$ cat config.mk
export PLATFORM = sky130hd
export DESIGN_NAME = spi_fram_command_sequencer
export DESIGN_NICKNAME = d
export VERILOG_FILES = /design/src/rtl/spifram_pkg.sv /design/src/rtl/spi_fram_command_sequencer.sv
export SDC_FILE = /design/constraint.sdc
export NUM_CORES = 1
export LEC_CHECK = 0
export ABC_AREA = 1
export ABC_CLOCK_PERIOD_IN_PS = 3200
export BUFFER_PORTS_ARGS = -buffer_cell sky130_fd_sc_hd__buf_2
export CAP_MARGIN = 20
export CORE_MARGIN = 2
export CORE_UTILIZATION = 39
export DETAILED_ROUTE_END_ITERATION = 12
export PLACE_DENSITY_LB_ADDON = 0.2
export SLEW_MARGIN = 5
export SYNTH_ARGS = -nofsm -noshare
export SYNTH_HDL_FRONTEND = slang
export SYNTH_SLANG_ARGS = --single-unit
$ cat constraint.sdc
create_clock -name aclk -period 3.2 [get_ports aclk]
set_clock_uncertainty 0.15 [all_clocks]
set_input_delay 0.16 -clock aclk [delete_from_list [all_inputs] [get_ports aclk]]
set_output_delay 0.16 -clock aclk [all_outputs]
set_load 0.05 [all_outputs]
$ cat src/rtl/spifram_pkg.sv
`default_nettype none
// ----------------------------------------------------------------------------
// spifram_pkg
// Shared types and constants of the SPI FRAM command sequencer: function and
// status codes, opcodes, phase encoding and the result record.
// ----------------------------------------------------------------------------
package spifram_pkg;

    // address bytes sent after the opcode, high byte first
    localparam int AddrBytes = 3;
    // longest sequence: write-enable, opcode, address bytes
    localparam int SeqMax    = AddrBytes + 2;
    localparam int CntW      = $clog2(SeqMax + 1);
    localparam int ByteIdxW  = $clog2(AddrBytes);

    localparam int AddrW     = 24;
    localparam int CountW    = 16;
    localparam int TopW      = 25;
    localparam int ApbAddrW  = 3;
    localparam int ApbDataW  = 32;

    localparam logic [TopW-1:0] MemTopReset = 25'd262144;

    // register word index (paddr above the byte lanes)
    localparam logic [ApbAddrW-3:0] RegMemoryTop = '0;

    localparam logic [7:0] OpWren  = 8'h06;
    localparam logic [7:0] OpWrite = 8'h02;
    localparam logic [7:0] OpRead  = 8'h03;
    localparam logic [7:0] OpSleep = 8'hB9;

    typedef enum logic [2:0] {
        FUNC_READ  = 3'd0,
        FUNC_WRITE = 3'd1,
        FUNC_FILL  = 3'd2,
        FUNC_SLEEP = 3'd3,
        FUNC_WAKE  = 3'd4,
        FUNC_DATA  = 3'd5,
        FUNC_RECV  = 3'd6
    } func_t;

    typedef enum logic [2:0] {
        ST_OK         = 3'd0,
        ST_RANGE      = 3'd1,
        ST_BUSY       = 3'd2,
        ST_ASLEEP     = 3'd3,
        ST_UNEXPECTED = 3'd4
    } status_t;

    typedef enum logic [3:0] {
        PH_IDLE  = 4'b0001,
        PH_READ  = 4'b0010,
        PH_WRITE = 4'b0100,
        PH_FILL  = 4'b1000
    } phase_t;

    typedef struct packed {
        status_t    status;
        logic       tx_valid;
        logic [7:0] tx_byte;
        logic       select_assert;
        logic       release_after;
        logic       wake_wait;
        logic       rx_valid;
        logic [7:0] rx_data;
    } result_t;

endpackage
`default_nettype wire

$ cat src/rtl/spi_fram_command_sequencer.sv
`default_nettype none
// ----------------------------------------------------------------------------
// spi_fram_command_sequencer
// Turns memory requests into chip-select framed SPI FRAM byte sequences.
// ----------------------------------------------------------------------------
// Usage:
//   s_* carries requests (read/write/fill start, sleep, wakeup, payload or
//   pace byte, received byte); m_* carries the byte-level results, one per
//   transaction, with m_last on the final result of each request.
//   memory_top is written over the APB port at byte address 0; the user must
//   write it only while idle, which the block does not enforce.
//   The first result of a request is registered and shows in the cycle after
//   it is taken. Data, sleep, wakeup and refused requests give one result and
//   pass at one per cycle while m_ready is high. A read start gives opcode and
//   address bytes (4 results), a write or fill start also write-enable (5);
//   the pending sequence buffer emits one result per cycle while m_ready is
//   high and takes the next request in the cycle its last result is taken.
// Reset:
//   aresetn low clears the pending sequence, sets phase idle, the byte count
//   and fill byte to zero, memory_top to 262144 and the asleep flag.
// Stall:
//   while m_ready is low the current result holds and s_ready stays low once
//   a result is pending.
// ----------------------------------------------------------------------------
module spi_fram_command_sequencer (
    input  wire logic                           aclk,
    input  wire logic                           aresetn,
    // request channel
    input  wire logic                           s_valid,
    output logic                                s_ready,
    input  wire logic [2:0]                     s_func,
    input  wire logic [spifram_pkg::AddrW-1:0]  s_start_addr,
    input  wire logic [spifram_pkg::CountW-1:0] s_byte_count,
    input  wire logic [7:0]                     s_byte_value,
    // result channel
    output logic                                m_valid,
    input  wire logic                           m_ready,
    output logic [2:0]                          m_status,
    output logic                                m_tx_valid,
    output logic [7:0]                          m_tx_byte,
    output logic                                m_select_assert,
    output logic                                m_release_after,
    output logic                                m_wake_wait,
    output logic                                m_rx_valid,
    output logic [7:0]                          m_rx_data,
    output logic                                m_last,
    // configuration
    input  wire logic                             psel,
    input  wire logic                             penable,
    input  wire logic                             pwrite,
    input  wire logic [spifram_pkg::ApbAddrW-1:0] paddr,
    input  wire logic [spifram_pkg::ApbDataW-1:0] pwdata,
    output logic      [spifram_pkg::ApbDataW-1:0] prdata,
    output logic                                  pready
);
    import spifram_pkg::*;

    // configuration and sequencer state
    logic [TopW-1:0]   mem_top_reg;
    phase_t            phase_reg, phase_next;
    logic [CountW-1:0] bytes_left_reg, bytes_left_next;
    logic [7:0]        fill_byte_reg, fill_byte_next;
    logic              asleep_reg, asleep_next;

    // pending result buffer
    logic [CntW-1:0]   cnt_reg, cnt_next;
    logic [CntW-1:0]   pos_reg, pos_next;
    logic              is_seq_reg, is_seq_new;
    result_t           single_reg, single_new;
    logic              wren_reg, wren_new;
    logic [7:0]        op_reg, op_new;
    logic              ww_reg, ww_new;
    logic              zero_reg, zero_new;
    logic [AddrW-1:0]  addr_reg;
    logic [CntW-1:0]   cnt_new;

    logic              s_fire, m_fire, cfg_write, in_range;
    logic [CountW-1:0] bl_dec;
    result_t           res;
    logic [CntW-1:0]   base, addr_k;
    logic [ByteIdxW-1:0] byte_idx;
    logic [31:0]       addr_shifted;

    assign pready    = 1'b1;
    assign cfg_write = psel && penable && pwrite
                       && (paddr[ApbAddrW-1:2] == RegMemoryTop);
    assign prdata    = (paddr[ApbAddrW-1:2] == RegMemoryTop)
                       ? {{(ApbDataW-TopW){1'b0}}, mem_top_reg} : '0;

    assign m_valid = (cnt_reg != '0);
    assign s_ready = (cnt_reg == '0) || ((cnt_reg == CntW'(1)) && m_ready);
    assign s_fire  = s_valid && s_ready;
    assign m_fire  = m_valid && m_ready;

    assign in_range = ({1'b0, s_start_addr} < mem_top_reg);
    assign bl_dec   = bytes_left_reg - CountW'(1);

    // decode one request against the current state
    always_comb begin
        phase_next      = phase_reg;
        bytes_left_next = bytes_left_reg;
        fill_byte_next  = fill_byte_reg;
        asleep_next     = asleep_reg;
        is_seq_new      = 1'b0;
        single_new      = '0;
        single_new.status = ST_OK;
        wren_new        = 1'b0;
        op_new          = OpRead;
        ww_new          = 1'b0;
        zero_new        = (s_byte_count == '0);
        cnt_new         = CntW'(1);
        case (s_func)
            FUNC_READ, FUNC_WRITE, FUNC_FILL: begin
                if (!in_range) begin
                    single_new.status = ST_RANGE;
                end else if (phase_reg != PH_IDLE) begin
                    single_new.status = ST_BUSY;
                end else begin
                    is_seq_new  = 1'b1;
                    ww_new      = asleep_reg;
                    asleep_next = 1'b0;
                    wren_new    = (s_func != FUNC_READ);
                    op_new      = (s_func == FUNC_READ) ? OpRead : OpWrite;
                    cnt_new     = (s_func == FUNC_READ) ? CntW'(AddrBytes + 1)
                                                        : CntW'(AddrBytes + 2);
                    if (s_func == FUNC_FILL) begin
                        fill_byte_next = s_byte_value;
                    end
                    if (s_byte_count != '0) begin
                        bytes_left_next = s_byte_count;
                        phase_next = (s_func == FUNC_READ)  ? PH_READ :
                                     (s_func == FUNC_WRITE) ? PH_WRITE : PH_FILL;
                    end
                end
            end
            FUNC_SLEEP: begin
                if (asleep_reg) begin
                    single_new.status = ST_ASLEEP;
                end else if (phase_reg != PH_IDLE) begin
                    single_new.status = ST_BUSY;
                end else begin
                    single_new.tx_valid      = 1'b1;
                    single_new.tx_byte       = OpSleep;
                    single_new.select_assert = 1'b1;
                    single_new.release_after = 1'b1;
                    asleep_next = 1'b1;
                end
            end
            FUNC_WAKE: begin
                // awake already: plain ok, no pulse
                if (asleep_reg) begin
                    if (phase_reg != PH_IDLE) begin
                        single_new.status = ST_BUSY;
                    end else begin
                        single_new.select_assert = 1'b1;
                        single_new.release_after = 1'b1;
                        single_new.wake_wait     = 1'b1;
                        asleep_next = 1'b0;
                    end
                end
            end
            FUNC_DATA: begin
                if (phase_reg != PH_WRITE && phase_reg != PH_FILL) begin
                    single_new.status = ST_UNEXPECTED;
                end else begin
                    bytes_left_next          = bl_dec;
                    single_new.tx_valid      = 1'b1;
                    single_new.tx_byte       = (phase_reg == PH_FILL) ? fill_byte_reg
                                                                      : s_byte_value;
                    single_new.release_after = (bl_dec == '0);
                    if (bl_dec == '0) begin
                        phase_next = PH_IDLE;
                    end
                end
            end
            FUNC_RECV: begin
                if (phase_reg != PH_READ) begin
                    single_new.status = ST_UNEXPECTED;
                end else begin
                    bytes_left_next          = bl_dec;
                    single_new.rx_valid      = 1'b1;
                    single_new.rx_data       = s_byte_value;
                    single_new.release_after = (bl_dec == '0);
                    if (bl_dec == '0) begin
                        phase_next = PH_IDLE;
                    end
                end
            end
            default: begin
                single_new.status = ST_UNEXPECTED;
            end
        endcase
    end

    always_comb begin
        cnt_next = cnt_reg;
        pos_next = pos_reg;
        if (s_fire) begin
            cnt_next = cnt_new;
            pos_next = '0;
        end else if (m_fire) begin
            cnt_next = cnt_reg - CntW'(1);
            pos_next = pos_reg + CntW'(1);
        end
    end

    always_ff @(posedge aclk) begin
        if (!aresetn) begin
            mem_top_reg    <= MemTopReset;
            phase_reg      <= PH_IDLE;
            bytes_left_reg <= '0;
            fill_byte_reg  <= '0;
            asleep_reg     <= 1'b1;
            cnt_reg        <= '0;
            pos_reg        <= '0;
        end else begin
            if (cfg_write) begin
                mem_top_reg <= pwdata[TopW-1:0];
            end
            if (s_fire) begin
                phase_reg      <= phase_next;
                bytes_left_reg <= bytes_left_next;
                fill_byte_reg  <= fill_byte_next;
                asleep_reg     <= asleep_next;
            end
            cnt_reg <= cnt_next;
            pos_reg <= pos_next;
        end
    end

    always_ff @(posedge aclk) begin
        if (s_fire) begin
            is_seq_reg <= is_seq_new;
            single_reg <= single_new;
            wren_reg   <= wren_new;
            op_reg     <= op_new;
            ww_reg     <= ww_new;
            zero_reg   <= zero_new;
            addr_reg   <= s_start_addr;
        end
    end

    // header sequence: [write-enable frame], opcode, address bytes high first
    assign base         = wren_reg ? CntW'(2) : CntW'(1);
    assign addr_k       = pos_reg - base;
    assign byte_idx     = ByteIdxW'(CntW'(AddrBytes - 1) - addr_k);
    assign addr_shifted = {{(32-AddrW){1'b0}}, addr_reg} >> {byte_idx, 3'b000};

    always_comb begin
        res        = '0;
        res.status = ST_OK;
        if (!is_seq_reg) begin
            res = single_reg;
        end else begin
            res.tx_valid = 1'b1;
            if (wren_reg && pos_reg == '0) begin
                res.tx_byte       = OpWren;
                res.select_assert = 1'b1;
                res.release_after = 1'b1;
                res.wake_wait     = ww_reg;
            end else if (pos_reg == base - CntW'(1)) begin
                res.tx_byte       = op_reg;
                res.select_assert = 1'b1;
                res.wake_wait     = ww_reg && !wren_reg;
            end else begin
                res.tx_byte       = addr_shifted[7:0];
                res.release_after = (byte_idx == '0) && zero_reg;
            end
        end
    end

    assign m_status        = res.status;
    assign m_tx_valid      = res.tx_valid;
    assign m_tx_byte       = res.tx_byte;
    assign m_select_assert = res.select_assert;
    assign m_release_after = res.release_after;
    assign m_wake_wait     = res.wake_wait;
    assign m_rx_valid      = res.rx_valid;
    assign m_rx_data       = res.rx_data;
    assign m_last          = (cnt_reg == CntW'(1));

endmodule
`default_nettype wire

# Yosys cells after proc, flatten, opt, wreduce, memory -nomap -nowiden
# Cells that the tools add are included.
[classes]
eq_ne = 18
mul = 0
n_shift = 1
div_mod_pow = 0
n_lt_le_gt_ge = 1
add_sub_neg = 6
n_mux = 58
n_reduce_logical = 33
n_bitwise = 6
[op_table]
columns = ["cell", "n"]
rows = [
  ["$mux W16", 5],
  ["$pmux W16 S3", 1],
  ["$mux W11", 3],
  ["$mux W3", 11],
  ["$logic_not A16 Y1", 2],
  ["$mux W4", 8],
  ["$mux W9", 3],
  ["$lt A24 B25 Y1", 1],
  ["$mux W25", 1],
  ["$shr A24 B5 Y8", 1],
  ["$pmux W9 S2", 1],
  ["$mux W8", 2],
  ["$reduce_bool A16 Y1", 1],
  ["$sub A16 B1 Y16 const B", 1],
  ["$pmux W3 S5", 1],
  ["$mux W1", 13],
  ["$mux W12", 1],
  ["$pmux W4 S3", 1],
  ["$reduce_bool A3 Y1", 4],
  ["$logic_and A1 B1 Y1", 10],
  ["$ne A2 B2 Y1 const B", 5],
  ["$eq A3 B3 Y1 const B", 3],
  ["$logic_not A3 Y1", 3],
  ["$mux W2", 4],
  ["27 further kinds", 37],
]
[word_totals]
ram_bits = 0
latch_bits = 0
input_bits = 93
register_bits = 120
wordCells = 144
romBits = 0
out_inout_bits = 60
memories = 0

# Depth between registers and ports, before layout
[depth]
ltp_word = 8
mapped_depth = 18
mapped_depth_nobuf = 17

# Worst setup path after synthesis
# Ideal clock, no wire load.
[synth_path]
path_kind = "reg-to-reg"
startpoint = "register cnt_reg[1]"
endpoint = "register cnt_reg[1]"
setup_ns = 0.116
stages_incl_launch_ff = 12
required_ns = 2.934
period_less_slack_ns = 4.313
arrival_ns = 4.047
setup_slack_ns = -1.113
path_buffers = 1
path_cell_list = "dfxtp_1 > inv_1 > ha_1 > inv_1 > nor2_1 > nand2_1 > nand2_1 > nand2_1 > inv_2 > clkbuf_1 > o21ai_0 > o211a_1"
[synth_between]
elab_chain_cells = 5
elab_cells_between_ends = 11
classes_between = "add/sub: 1; eq/ne: 1; mux: 2; reduce/logical: 7"
[synth_rtl]
columns = ["item", "line_no", "rtl"]
rows = [
  ["start: declaration", "spi_fram_command_sequencer.sv:66", "logic [CntW-1:0] cnt_reg, cnt_next;"],
  ["start signal: assignment", "spi_fram_command_sequencer.sv:226", "cnt_reg <= cnt_next;"],
  ["$eq A3 B1 Y1 (*)", "--", ""],
  ["net m_last", "spi_fram_command_sequencer.sv:46", "output logic m_last,"],
  ["$logic_and A1 B1 Y1 (*)", "spi_fram_command_sequencer.sv:91", "assign s_ready = (cnt_reg == '0) || ((cnt_reg == CntW'(1)) && m_ready);"],
  ["$logic_or A1 B1 Y1 (*)", "spi_fram_command_sequencer.sv:91", ""],
  ["net s_ready", "spi_fram_command_sequencer.sv:30", "output logic s_ready,"],
  ["$logic_and A1 B1 Y1 (*)", "spi_fram_command_sequencer.sv:92", "assign s_fire = s_valid && s_ready;"],
  ["net s_fire", "spi_fram_command_sequencer.sv:77", "logic s_fire, m_fire, cfg_write, in_range;"],
  ["$mux W3 or $reduce_bool A2 Y1 (tied branches)", "--", ""],
]
# Mark *: on every way through the listed nets, which the timed path passes. The rest lies on a longest branch. The select of a mux whose other input is x is not followed.
# A chain may end at the register's enable or synchronous reset.

# Worst setup path after layout
[layout_path]
startpoint = "input port s_start_addr[20] (netlist bit)"
endpoint = "register bytes_left_reg[4]"
[layout_between]
elab_chain_cells = 3
[layout_rtl]
columns = ["item", "line_no", "rtl"]
rows = [
  ["start: declaration", "spi_fram_command_sequencer.sv:32", "input wire logic [spifram_pkg::AddrW-1:0] s_start_addr,"],
  ["$lt A24 B25 Y1", "spi_fram_command_sequencer.sv:95", "assign in_range = ({1'b0, s_start_addr} < mem_top_reg);"],
  ["$ne A2 B2 Y1 (no line)", "--", ""],
  ["$reduce_and A7 Y1 (no line)", "--", ""],
  ["end signal: assignment", "spi_fram_command_sequencer.sv:222", "bytes_left_reg <= bytes_left_next;"],
  ["end: declaration", "spi_fram_command_sequencer.sv:61", "logic [CountW-1:0] bytes_left_reg, bytes_left_next;"],
]
# Every way passes these cells.

==> impl_metrics.py <==
metrics = {
    "outcome": {
        "status": "completed",
    },
    "worst_setup_path": {
        "worst_path_most_repeated_cell": "nand2_1",
        "cp_slowest_cell": "dlygate4sd3_1",
        "critPathTopFamily": "simple AND/OR/NAND/NOR gates",
        "crit_arrival_ps": 3020,
        "worstSetupPathType": "input port to register",
        "start_kind": "input port",
        "max_stage_delay_ps": 530,
        "crit_fanout": 17,
        "worstSetupEndpointType": "register",
        "critPathBufInv": 3,
        "path_cells": "dlygate4sd3_1, buf_2, ha_1, a21oi_1, nand2_1, a21oi_1, nand3_1, nand2_1, nand2_1, nor2_2, nand2_4, inv_2, nand2_1, a21oi_1",
        "cp.required_ps": 3400,
    },
    "route": {
        "routedWlPerCell_um": 13.29,
        "wirelength_um": 16790,
        "first_iter_violations": 376,
        "dr_total_vias": 6017,
        "routed_via_density": 4.764,
        "drc": 0,
        "ant_nets": 0,
        "dr.pass1.iters": 5,
    },
    "global_routing": {
        "grt_pass1_wl_um": 26640,
        "track_usage_pct": 20.31,
        "grt_use_met1_pct": 27.03,
        "grt_start_max_net_pins": 49,
        "top_usage_layer": "met2",
        "grt_pass1_vias": 5471,
        "gr-usage-met2_pct": 32.14,
        "antenna_found_initial": 0,
        "met3_usage_pct": 5.537,
        "globalRouteOverflowTotal": 0,
    },
    "synthesis": {
        "yosys_warnings": 0,
        "synth_edf_count": 53,
        "ys.flop_type": "dfxtp_1",
        "netlist_top_cells_area": "edfxtp_1 25%, dfxtp_1 19%, nand2_1 10%",
        "syn_area_mm2": 0.006261,
        "synth_xor_area_share_pct": 0.9792,
        "ys_seq_area_share_pct": 44.60,
        "synthMuxAreaShare_pct": 0.3197,
        "syn_area_per_cell_um2": 7.580,
        "synth.top_cell.area_share_pct": 25.42,
        "synth_top_cell_by_area": "edfxtp_1",
        "synthSimpleGateAreaFrac_pct": 24.14,
        "synthArstFlopShare_pct": 0,
        "synth_compound_area_share_pct": 13.45,
        "synth.distinct_cells": 42,
        "synth_fa_ha_area_share_pct": 6.195,
        "synth_top_family_by_area": "simple AND/OR/NAND/NOR gates",
        "yosys_register_bits": 113,
        "netlist_instances": 826,
    },
    "power_and_ir_drop": {
        "p_clk_share_pct": 32.1,
        "switchingPower_mw": 2.473,
        "pwr-share-seq_pct": 30.8,
        "p_int_mw": 3.900,
        "ir_drop_uv": 607.2,
        "total_power_mw": 6.373,
        "power.density_mw_per_mm2": 750.0,
        "total_leakage_power_nw": 3.968,
        "combPwrFrac_pct": 37.1,
        "swShare_pct": 38.81,
    },
    "clock_network": {
        "path_clk_slew_ps": 50,
        "postCtsSetupBuffers": 0,
        "insertion_delay_ps": 420,
        "cts_buffer_depth": 2,
        "cts_buffers": 17,
        "cts.sinks": 113,
        "cts_tree": "built",
        "htree_levels": 4,
        "cts-root-buf": "clkbuf_16",
    },
    "placed_design": {
        "place_congestion": 0.8461,
        "dpl.hpwl_um": 11930,
        "port-buffer-count": 135,
    },
    "cells_and_area": {
        "fillers": 1493,
        "seqCellArea_mm2": 0.002793,
        "diodes": 0,
        "multi_input_area_mm2": 0.002855,
        "syn_to_final_growth_pct": 35.73,
        "final_cell_mix": "167 x nand2_1, 135 x buf_2, 113 x inv_1",
        "layout_commonest_cell": "nand2_1",
        "final_nets": 1158,
        "drive_gt1_share_pct": 18.34,
        "largest_reg_flops": 25,
    },
    "timing": {
        "relSlewSlack_pct": 52.43,
        "hold_viol": 0,
        "tightest_slew_ps": 708.1,
        "rsz0062_at_grt": "no",
        "finalCritPeriodShare_pct": 88.34,
        "period_minus_slack_ps": 2827,
        "tns_ps": 0,
        "setup_viol": 0,
        "drv_slew": 0,
        "fmax_ghz": 0.3538,
    },
    "flow_run": {
        "max-cap-violations": 0,
    },
    "floorplanning": {
        "dieArea_mm2": 0.01708,
        "rows": 46,
        "die_x_um": 130.7,
        "die_h_um": 130.7,
        "pin_count": 153,
        "core_mm2": 0.01577,
        "start_util_pct": 39.70,
    },
    "hold_path": {
        "hp-class": "input port to register",
    },
}
-- area by class of cell --
class	count	share of cell area, %
Clock buffer	19	5.212
Clock inverter	13	2.238
Inverter	126	5.565
Multi-Input combinational cell	560	33.60
Sequential cell	113	32.86
Tap cell	216	3.180
Timing Repair Buffer	216	17.34
-- Yosys cell counts, types with 12 or more instances --
master and count:
nand2_1 168, nand3_1 41, inv_2 12, ha_1 31, o21ai_1 14, inv_1 113
edfxtp_1 53, a21oi_1 69, o21ai_0 53, dfxtp_1 60, nor2_1 107, nand4_1 14
clkbuf_1 20
-- final timing paths --
check / from / endpoint / slack (ps) / cells after the start
setup / recovery: s_start_addr[20] / bytes_left_reg[4] / 370 / 14
hold / removal: s_valid / pos_reg[0] / 20 / 4
setup reg to reg: mem_top_reg[18] / bytes_left_reg[4] / 440 / 15
hold reg to reg: fill_byte_reg[2] / fill_byte_reg[2] / 310 / 2
-- power by group through the flow --
stage	logic [mW]	registers [mW]	clock network [mW]
after floorplan	1.77	1.96	0
after global placement	2.28	1.99	0
after detailed placement	2.30	1.99	0
after CTS	2.38	1.96	2.08
after global routing	2.65	1.99	2.14
final	2.37	1.96	2.05
-- cells by family (layout without fill, tap and decap cells) --
| kind of cell | Yosys count | count (layout) |
|---|---|---|
| compound gates | 156 | 156 |
| xor+xnor | 7 | 7 |
| fa+ha+maj | 31 | 31 |
| buf+inv | 159 | 374 |
| flops | 113 | 113 |
| mux | 2 | 2 |
| other cells | 2 | 8 |
| simple gates | 356 | 356 |
-- layer usage --
layer  share of wire, %  wire length, um  up-vias
li1                   -                -     3114
met1                 46             7713     2689
met2                 46             7690      190
met3                6.4             1069       24
met4                1.9              313        0
met5                  0                0        -
-- metrics by stage --
step	instance area [um2]	utilization [%]	hold WS (ps)	worst slack [ps]	instances
3_3_place_gp	7102	45.03	208.6	473.5	1155
5_1_grt	8498	53.89	40.26	97.21	1263
4_1_cts	8496	53.87	4.686	245.5	1263
3_5_place_dp	7102	45.03	209.3	426.8	1155
6_report	8498	53.89	22.73	373.2	1263
2_1_floorplan	6287	-	108.9	120.3	832
-- worst register-to-register path, delay by kind of cell (launching register included) --
kind | cells | cell delay (ps)
AOI/OAI and AO/OA | 2 | 280
adders and majority gates | 1 | 270
buffers and inverters | 2 | 450
DFF | 1 | 290
and+or+nand+nor | 10 | 1280
-- timing repair --
action	CTS	global route
hold endpoints to repair	86	0
hold buffers	76	0
gates resized for setup	0	1
endpoints found under the setup margin	0	1
Power figures use the tool's default switching activity.
